### config.mk
export PLATFORM = sky130hd
export DESIGN_NAME = mvna_normaliser
export DESIGN_NICKNAME = d
export VERILOG_FILES = /design/src/mvna_pkg.sv /design/src/mvna_normaliser.sv
export SDC_FILE = /design/constraint.sdc
export NUM_CORES = 2
export LEC_CHECK = 0
export ABC_AREA = 1
export BUFFER_PORTS_ARGS = -buffer_cell sky130_fd_sc_hd__buf_2
export CORE_MARGIN = 5
export CORE_UTILIZATION = 30
export DETAILED_ROUTE_END_ITERATION = 6
export PLACE_DENSITY = 0.55
export SETUP_SLACK_MARGIN = 0.5
export SYNTH_ARGS = -nofsm -noshare
export SYNTH_HDL_FRONTEND = slang
export SYNTH_SLANG_ARGS = --single-unit
### constraint.sdc
create_clock -name clk_i -period 9.3 [get_ports clk_i]
set_input_delay 0 -clock clk_i [delete_from_list [all_inputs] [get_ports clk_i]]
set_output_delay 0 -clock clk_i [all_outputs]
set_load 0.02 [all_outputs]
### src/mvna_pkg.sv
// ============================================================================
// Mesh vertex normal accumulator package
// Shared constants, state types and the result structure of the normaliser.
// ============================================================================
package mvna_pkg;

  // Default configuration of the block.
  localparam int unsigned MaxVerticesDef    = 1024;
  localparam int unsigned CoordBitsDef      = 16;
  localparam int unsigned SumBitsDef        = 48;
  localparam int unsigned NormalFracBitsDef = 14;

  // Fixed widths of the interface fields.
  localparam int unsigned OpBits    = 2;
  localparam int unsigned IndexBits = 10;
  localparam int unsigned PosBits   = 16;
  localparam int unsigned OutBits   = 16;

  // Magnitudes are scaled so that the largest lies in [2^29, 2^30).
  localparam int unsigned NormBits = 30;
  localparam int unsigned SqBits   = 2 * NormBits + 2;
  localparam int unsigned RootBits = NormBits + 1;

  // Item opcodes.
  localparam logic [OpBits-1:0] OpLoad     = 2'd0;
  localparam logic [OpBits-1:0] OpTriangle = 2'd1;
  localparam logic [OpBits-1:0] OpRead     = 2'd2;

  // Sequencer of the top level.
  typedef enum logic [3:0] {
    ST_IDLE,
    ST_LOAD,
    ST_TRI_RD,
    ST_TRI_EDGE,
    ST_TRI_MUL,
    ST_RMW_RD,
    ST_RMW_WR,
    ST_RD_SUM,
    ST_RD_START,
    ST_RD_WAIT,
    ST_DONE
  } mvna_state_e;

  // Sequencer of the normaliser.
  typedef enum logic [2:0] {
    NS_IDLE,
    NS_NORM,
    NS_SQ,
    NS_SQRT,
    NS_DIV_SET,
    NS_DIV
  } mvna_norm_state_e;

  // One normalised result.
  typedef struct packed {
    logic signed [OutBits-1:0] nx;
    logic signed [OutBits-1:0] ny;
    logic signed [OutBits-1:0] nz;
    logic                      zero;
  } mvna_result_t;

endpackage

### src/mvna_normaliser.sv
// ============================================================================
// Mesh vertex normal accumulator normaliser
// Scales a three-component sum to unit length using a shared squarer,
// a digit-serial square root and a bit-serial divider.
// ============================================================================
module mvna_normaliser
  import mvna_pkg::*;
#(
  parameter int unsigned SUM_BITS         = SumBitsDef,
  parameter int unsigned NORMAL_FRAC_BITS = NormalFracBitsDef
) (
  input  logic                  clk_i,
  input  logic                  rst_ni,
  input  logic                  start_i,
  input  logic [3*SUM_BITS-1:0] sum_i,
  output logic                  done_o,
  output mvna_result_t          res_o
);

  localparam int unsigned S    = SUM_BITS;
  localparam int unsigned F    = NORMAL_FRAC_BITS;
  localparam int unsigned NumW = NormBits + 1 + F;
  localparam int unsigned QW   = F + 2;
  localparam int unsigned CW   = $clog2(NumW + 1);
  localparam logic [S-1:0] HiLim = S'(64'd1 << NormBits);
  localparam logic [S-1:0] LoLim = S'(64'd1 << (NormBits - 1));

  mvna_norm_state_e state_q, state_d;

  logic [S-1:0]          m_q [3];
  logic [S-1:0]          mx_q;
  logic [2:0]            sign_q;
  logic [CW-1:0]         cnt_q;
  logic [1:0]            k_q;
  logic [2*NormBits-1:0] prod_q;
  logic [SqBits-1:0]     sq_q;
  logic [SqBits-1:0]     sqin_q;
  logic [RootBits+1:0]   srem_q;
  logic [RootBits-1:0]   root_q;
  logic [NumW-1:0]       num_q;
  logic [RootBits+1:0]   drem_q;
  logic [QW-1:0]         quo_q;
  logic                  done_q;
  mvna_result_t          res_q;

  // Magnitudes and largest magnitude of the incoming sum.
  logic [S-1:0] mag_in [3];
  logic [S-1:0] mx_in;
  always_comb begin
    for (int k = 0; k < 3; k++) begin
      mag_in[k] = sum_i[k*S + S - 1] ? (~sum_i[k*S +: S] + S'(1)) : sum_i[k*S +: S];
    end
    mx_in = mag_in[0];
    if (mag_in[1] > mx_in) mx_in = mag_in[1];
    if (mag_in[2] > mx_in) mx_in = mag_in[2];
  end

  // One square root digit step.
  logic [RootBits+1:0] s_sh, s_trial;
  logic                s_ge;
  assign s_sh    = {srem_q[RootBits-1:0], sqin_q[SqBits-1 -: 2]};
  assign s_trial = {root_q, 2'b01};
  assign s_ge    = (s_sh >= s_trial);

  // One divider step.
  logic [RootBits+1:0] d_sh, d_len;
  logic                d_ge;
  logic [QW-1:0]       quo_nxt;
  logic [63:0]         q64, q_signed;
  assign d_sh     = {drem_q[RootBits:0], num_q[NumW-1]};
  assign d_len    = {2'b00, root_q};
  assign d_ge     = (d_sh >= d_len);
  assign quo_nxt  = {quo_q[QW-2:0], d_ge};
  assign q64      = 64'(quo_nxt);
  assign q_signed = sign_q[k_q] ? (64'd0 - q64) : q64;

  // Next state.
  always_comb begin
    state_d = state_q;
    case (state_q)
      NS_IDLE: begin
        if (start_i && (mx_in != '0)) state_d = NS_NORM;
      end
      NS_NORM: begin
        if ((mx_q < HiLim) && (mx_q >= LoLim)) state_d = NS_SQ;
      end
      NS_SQ: begin
        if (cnt_q == CW'(3)) state_d = NS_SQRT;
      end
      NS_SQRT: begin
        if (cnt_q == CW'(RootBits - 1)) state_d = NS_DIV_SET;
      end
      NS_DIV_SET: state_d = NS_DIV;
      NS_DIV: begin
        if (cnt_q == CW'(NumW - 1)) state_d = (k_q == 2'd2) ? NS_IDLE : NS_DIV_SET;
      end
      default: state_d = NS_IDLE;
    endcase
  end

  // Control registers.
  always_ff @(posedge clk_i or negedge rst_ni) begin
    if (!rst_ni) begin
      state_q <= NS_IDLE;
      cnt_q   <= '0;
      k_q     <= '0;
      done_q  <= 1'b0;
    end else begin
      state_q <= state_d;
      done_q  <= 1'b0;
      case (state_q)
        NS_IDLE: begin
          cnt_q <= '0;
          k_q   <= '0;
          if (start_i && (mx_in == '0)) done_q <= 1'b1;
        end
        NS_SQ: cnt_q <= (cnt_q == CW'(3)) ? '0 : cnt_q + CW'(1);
        NS_SQRT: cnt_q <= (cnt_q == CW'(RootBits - 1)) ? '0 : cnt_q + CW'(1);
        NS_DIV_SET: cnt_q <= '0;
        NS_DIV: begin
          cnt_q <= cnt_q + CW'(1);
          if (cnt_q == CW'(NumW - 1)) begin
            k_q <= k_q + 2'd1;
            if (k_q == 2'd2) done_q <= 1'b1;
          end
        end
        default: cnt_q <= cnt_q;
      endcase
    end
  end

  // Datapath registers.
  always_ff @(posedge clk_i) begin
    case (state_q)
      NS_IDLE: begin
        if (start_i) begin
          for (int k = 0; k < 3; k++) begin
            m_q[k]    <= mag_in[k];
            sign_q[k] <= sum_i[k*S + S - 1];
          end
          mx_q <= mx_in;
          sq_q <= '0;
          if (mx_in == '0) begin
            res_q <= '{nx: '0, ny: '0, nz: '0, zero: 1'b1};
          end
        end
      end
      NS_NORM: begin
        if (mx_q >= HiLim) begin
          for (int k = 0; k < 3; k++) m_q[k] <= m_q[k] >> 1;
          mx_q <= mx_q >> 1;
        end else if (mx_q < LoLim) begin
          for (int k = 0; k < 3; k++) m_q[k] <= m_q[k] << 1;
          mx_q <= mx_q << 1;
        end
      end
      NS_SQ: begin
        if (cnt_q < CW'(3)) begin
          prod_q <= m_q[cnt_q[1:0]][NormBits-1:0] * m_q[cnt_q[1:0]][NormBits-1:0];
        end
        if (cnt_q != '0) sq_q <= sq_q + SqBits'(prod_q);
        srem_q <= '0;
        root_q <= '0;
        sqin_q <= sq_q + SqBits'(prod_q);
      end
      NS_SQRT: begin
        srem_q <= s_ge ? (s_sh - s_trial) : s_sh;
        root_q <= {root_q[RootBits-2:0], s_ge};
        sqin_q <= sqin_q << 2;
      end
      NS_DIV_SET: begin
        num_q  <= (NumW'(m_q[k_q][NormBits-1:0]) << F) + NumW'(root_q >> 1);
        drem_q <= '0;
        quo_q  <= '0;
      end
      NS_DIV: begin
        drem_q <= d_ge ? (d_sh - d_len) : d_sh;
        num_q  <= num_q << 1;
        quo_q  <= quo_nxt;
        if (cnt_q == CW'(NumW - 1)) begin
          res_q.zero <= 1'b0;
          case (k_q)
            2'd0:    res_q.nx <= q_signed[OutBits-1:0];
            2'd1:    res_q.ny <= q_signed[OutBits-1:0];
            default: res_q.nz <= q_signed[OutBits-1:0];
          endcase
        end
      end
      default: begin
      end
    endcase
  end

  assign done_o = done_q;
  assign res_o  = res_q;

endmodule

; ---- Word-level counts from Yosys, hierarchy flattened
; Memory sizes are Yosys's and may differ from the RTL's.
; Cells that the tools add are included.
[word_totals]
latch_bits = 0
ram_bits = 144
out_inout_bits = 50
mem_bits_ro = 0
wordCells = 159
mem_count = 1
regBits = 450
[mem_list]
columns = memory, words, word_bits, read_ports, rd_clocked_by_memory_dff, wr, line_no
row1 = m_q, 3, 48, 5, 0, 3, mvna_normaliser.sv:30  ; logic [S-1:0] m_q [3];
[classes]
n_reduce_logical = 26
mux = 62
n_eq_ne = 22
n_addsub = 10
shifts = 0
n_bitwise = 9
order_cmp = 10
mul = 1
div = 0
[ops]
columns = operator, count
row1 = 48-bit 2-to-1 mux, 14
row2 = 62-bit case mux with 2 select lines, 2
row3 = 49-bit 2-to-1 mux, 3
row4 = "48-bit by 1-bit adder with 48-bit output, second input constant", 3
row5 = 48-bit inverter, 3
row6 = 62-bit 2-to-1 mux, 2
row7 = 31-bit case mux with 2 select lines, 2
row8 = 49-bit case mux with 2 select lines, 1
row9 = 48-bit greater-than comparator, 2
row10 = 48-bit case mux with 2 select lines, 1
row11 = 45-bit case mux with 2 select lines, 1
row12 = 16-bit 2-to-1 mux, 4
row13 = 32-bit case mux with 2 select lines, 1
row14 = 62-bit by 60-bit adder with 62-bit output, 1
row15 = 30-bit by 30-bit multiplier with 60-bit output, 1
row16 = "48-bit by 30-bit greater-or-equal comparator with 1-bit output, second input constant", 1
row17 = "48-bit by 31-bit greater-or-equal comparator with 1-bit output, second input constant", 1
row18 = 48-bit zero test, 1
row19 = "48-bit by 30-bit < comparator with 1-bit output, second input constant", 1
row20 = "48-bit by 31-bit < comparator with 1-bit output, second input constant", 1
row21 = 48-bit nonzero test, 1
row22 = 44-bit by 30-bit adder with 45-bit output, 1
row23 = 33-bit by 31-bit greater-or-equal comparator with 1-bit output, 1
row24 = 33-bit greater-or-equal comparator, 1
row25 = other kinds (42), 90

; ---- Logic depth before layout (Yosys ltp)
[logic_depth]
depth_word = 11
ltp_mapped = 50
mapped_depth_nobuf = 49

; ---- Worst setup path before layout
; Ideal clock, no wire load.
[synth_timing]
path_kind = register to register
start = reg cnt_q[1]
end = reg prod_q[59], data pin
path_slack_ps = 1022
required_ps = 9034
arrival_ps = 8013
path_stages_with_launch = 35
setup_ps = 266
n_path_buf = 4
cell_sequence = dfrtp_1 > inv_1 > clkbuf_1 > clkbuf_1 > o211ai_1 > o21ai_1 > clkbuf_1 > nor2_1 > fa_1 > inv_1 > fa_1 > inv_1 > fa_1 > inv_1 > fa_1 > fa_1 > inv_1 > fa_1 > fa_1 > fa_1 > ha_1 > clkbuf_1 > a21oi_1 > inv_1 > a31oi_1 > o21ai_0 > nand3_1 > o311ai_0 > a21oi_1 > o21ai_0 > a21oi_1 > o21ai_0 > nand2_1 > o2111ai_1 > xor2_1
[synth_via]
elab_chain_len = 2
[synth_rtl]
columns = item, line_no
row1 = "start, declared", mvna_normaliser.sv:33  ; logic [CW-1:0] cnt_q;
row2 = "start signal, assigned", mvna_normaliser.sv:117  ; NS_SQ: cnt_q <= (cnt_q == CW'(3)) ? '0 : cnt_q + CW'(1);
row3 = "start signal, assigned", mvna_normaliser.sv:118  ; NS_SQRT: cnt_q <= (cnt_q == CW'(RootBits - 1)) ? '0 : cnt_q + CW'(1);
row4 = "start signal, assigned", mvna_normaliser.sv:121  ; cnt_q <= cnt_q + CW'(1);
row5 = memory 3 x 48 bit, -
row6 = 30-bit by 30-bit multiplier with 60-bit output, mvna_normaliser.sv:159  ; prod_q <= m_q[cnt_q[1:0]][NormBits-1:0] * m_q[cnt_q[1:0]][NormBits-1:0];
row7 = "end signal, assigned", mvna_normaliser.sv:159
row8 = "end, declared", mvna_normaliser.sv:35  ; logic [2*NormBits-1:0] prod_q;
; Every way passes these cells.
; A chain may end at the register's enable or synchronous reset.

; ---- Worst setup path after layout
[layout_timing]
start = reg cnt_q[0]
end = reg prod_q[54], data pin
; Same word-level chain as after synthesis.

==> metrics list <==
- After detailed routing, the wire length on met1 is roughly 92,000 um.
- Post-layout instance count excluding filler cells: about 11k
- Worst hold margin: roughly 37 ps
- Overflow left after global routing: 0
- Worst setup skew after layout: 58.6 ps
- The Yosys step of the flow raised 0 warnings.
- Final GP Congestion: 0.959
- The via count of the first global-routing pass is between 50k and 60k.
* Highest layer used for signal routing: met5
- In the final layout, flip-flops and latches occupy 0.0177 mm^2.
- Detailed Route Iter0 Violations: approximately 4.2k
* Most frequent cells in the layout: sky130_fd_sc_hd__inv_1, sky130_fd_sc_hd__nand2_1, sky130_fd_sc_hd__nor2_1
* Share of cell area taken by muxes after synthesis: 0
- Post-synthesis average cell area: approximately 8.5 um^2
- After clock tree synthesis, the clock-pin slew on the worst setup and hold paths is about 60 ps.
- The area growth from synthesis to layout is 12.9%.
- STA puts the critical path data arrival time at around 9000 ps.
- The worst setup path is captured at a flop.
- Detailed routing placed a total of between 90,000 and 100,000 um of wire on met2.
- Fill cells in the final layout number between 20k and 25k.
* Setup repair after global routing missed its margin: true
- I/O pin total: 197
* Share of cells above drive strength 1: 0.0776
* Setup-violating endpoint count in the final report: 0
- The routed design uses ~13,000 um of met3 wire.
* Most frequent cell on the critical path: sky130_fd_sc_hd__fa_1
- After synthesis, the largest family of logic cells by area is adder cells.
- The floorplan step set the die width to around 480 um.
- Of the total synthesized cell area, the portion taken by XOR and XNOR cells is 0.0453.
- For this run, design rule violations remaining after detail routing come to 0.
- CTS tree: done
- The synthesized netlist occupies a cell area of around 0.065 mm^2.
- STA puts the critical path data required time at 9690 ps.
- Sum of net half-perimeters after detailed placement: approximately 170,000 um
- Max-cap check violation count: 0
- For the pin with the worst max-slew slack, the measured transition is between 1000 and 1500 ps.
- Share of synthesized cell area in full adder, half adder and majority cells: 0.310
- Number of nets with antenna violations after detailed routing: 0
- The flow ran to the end, and the final reports show no timing, DRC or antenna violations.
* Final period utilization: 0.916
* Total number of clock tree sinks: roughly 590
- Depth of the CTS H-tree: 3
* Std-Cell Rows: 171
* Tot GR Track Use: 0.185
- Entering global routing, the biggest net connects between 90 and 100 pins.
- Ys async rst share: 0.0202
- The largest single stage delay on the critical path is between 700 and 800 ps.
- The worst setup path is launched from a flop.
* Number of nets in the layout: ~9k
- Average detailed-routed wire length per instance: between 15 and 20 um
- Final critical delay including setup and external delays: approximately 8500 ps
- The number of nets in the synthesized netlist is 8,982.
- Final Hold Viols: 0
* Global-route wire length before repair: about 330,000 um
* Effective utilization at floorplan: 0.301
- The library cell used most frequently in the layout, excluding fill and tap cells, is sky130_fd_sc_hd__inv_1.
- Using the TritonRoute via totals, the vias-per-cell ratio works out to about 5.
- Bufs on Longest Clock Path: 3
- Synthesized flop and latch total: a little under 600
- Worst-skew pair later-pin latency: 700 ps
* Number of enable flip-flop cells after synthesis: slightly below 600
* Core Footprint: between 0.2 and 0.25 mm^2
- The critical path in this run is classified as flop to flop.
- The max-slew violation count came to 0.
- Wires add up to around 210,000 um.
- The min-delay analysis places its worst path in the category input pin to flop.
- Vias post-DR: between 50k and 60k
- Initial antenna violation count: 12
* Placed Cells incl. Taps: approximately 11k
- The largest individual stage delay along the critical path comes from the cell sky130_fd_sc_hd__fa_1.
* Simple-Gate Fraction of Synth Area: 0.144
* Sequential fraction of the synthesis area: 0.272
- Highest clock rate: 0.117 GHz
- Port bufs: between 150 and 200
* Post-Route Setup TNS: 0 ps
- Before antenna repair, the detailed router went through 6 iterations.
* Cell count after synthesis: between 7k and 8k
- Die height: about 480 um
- Clk root buf: sky130_fd_sc_hd__clkbuf_16
- For this run, the leading register cell type out of synthesis is sky130_fd_sc_hd__edfxtp_1.
* Die ar.: around 0.23 mm^2
- Relative slew margins: 0.204
* Post-synth cell types: 63
- In this run the worst path has a maximum fanout of 40.
- The number of clock buffers added by TritonCTS is 73.
* Compound-Gate Fraction of Synth Area: 0.128
- In the final layout, the multi-input gates occupy a little over 0.04 mm^2.
==> timing repair <==
item | CTS | global route
gates resized for setup | 10 | 65
hold buffers | 69 | 0
pin swaps | 0 | 3
endpoints found under the hold margin | 98 | 0
setup endpoints to repair | 17 | 70
cloned | 0 | 1
setup buffers | 3 | 2
==> worst max-delay path: cells and delay by family (launching register included) <==
| family | cells | cell delay [ps] |
|---|---|---|
| AOI/OAI and AO/OA | 3 | 530 |
| and+or+nand+nor | 7 | 1460 |
| xor gates and xnor gates | 1 | 110 |
| DFF | 1 | 440 |
| adders and majority gates | 9 | 4540 |
| buffers and inverters | 8 | 1130 |
==> synthesized netlist by cell type, types with 35 or more instances <==
cell                       instances  area, um^2
sky130_fd_sc_hd__nor4_1           45         282
sky130_fd_sc_hd__a21oi_1         591        2960
sky130_fd_sc_hd__nand3_1         195         976
sky130_fd_sc_hd__o211ai_1         47         353
sky130_fd_sc_hd__o21ai_0         596        2980
sky130_fd_sc_hd__nor2_1          824        3090
sky130_fd_sc_hd__and2_1           54         338
sky130_fd_sc_hd__nor3_1           52         260
sky130_fd_sc_hd__inv_1          1455        5460
sky130_fd_sc_hd__nand4_1          55         344
sky130_fd_sc_hd__edfxtp_1        581       17400
sky130_fd_sc_hd__fa_1            704       14100
sky130_fd_sc_hd__a22oi_1          35         263
sky130_fd_sc_hd__clkbuf_1        238         893
sky130_fd_sc_hd__ha_1            489        6120
sky130_fd_sc_hd__xor2_1          201        1760
sky130_fd_sc_hd__xnor2_1         136        1190
sky130_fd_sc_hd__a31oi_1          56         350
sky130_fd_sc_hd__nand2_1         962        3610
sky130_fd_sc_hd__o21ai_1          37         185
==> routing by layer <==
layer	global-route usage	vias to the layer above
li1	-	25300
met1	0.246	26300
met2	0.307	1783
met3	0.0264	425
met4	0.0648	10
met5	0	-
==> registers in the layout, summed over array words and instances (netlist names) <==
signal / cells
prod_q: 59
quo_q: 15
mx_q: 48
drem_q: 32
sign_q: 3
m_q: 144
srem_q: 31
res_o: 49
k_q: 2
state_q: 3
num_q: 45
root_q: 31
sqin_q: 62
sq_q: 62
cnt_q: 6
done_o: 1
==> worst paths after layout <==
check	startpoint	slack, ps	end	cells after the start
max	cnt_q[0]	780	prod_q[54]	28
min	sum_i[77]	40	m_q[1][29]	4
max reg2reg	cnt_q[0]	780	prod_q[54]	28
min reg2reg	sqin_q[2]	510	sqin_q[4]	2
max in group asynchronous	rst_ni	8290	k_q[1]	3
min in group asynchronous	rst_ni	520	cnt_q[2]	3
==> cells by family after synthesis <==
family                     Yosys count
AOI/OAI and AO/OA                 1520
xor gates and xnor gates           337
adders and majority gates         1193
buffers and inverters             1744
DFF                                593
and+or+nand+nor                   2255
==> layout make-up <==
cell class	instances	area share
clock buffer	88	0.0256
timing repair buffer	432	0.0424
tap	2854	0.0485
clock inverter	45	0.00673
antenna	5	0.000170
sequential	593	0.241
multi-input combinational	5305	0.560
inverter	1480	0.0758
==> through the flow <==
| step | util | worst slack (ps) | instance area, um^2 |
|---|---|---|---|
| finish | 0.340 | 781 | 73600 |
| global route | 0.340 | 454 | 73600 |
| CTS | 0.338 | 510 | 73300 |
| detailed placement | 0.324 | 74.0 | 70200 |
| global placement | 0.324 | 124 | 70200 |
| floorplan | - | 1020 | 65200 |
Power is not shown: default switching activity piles up to over one toggle a cycle in this logic, so the estimate is an artifact.
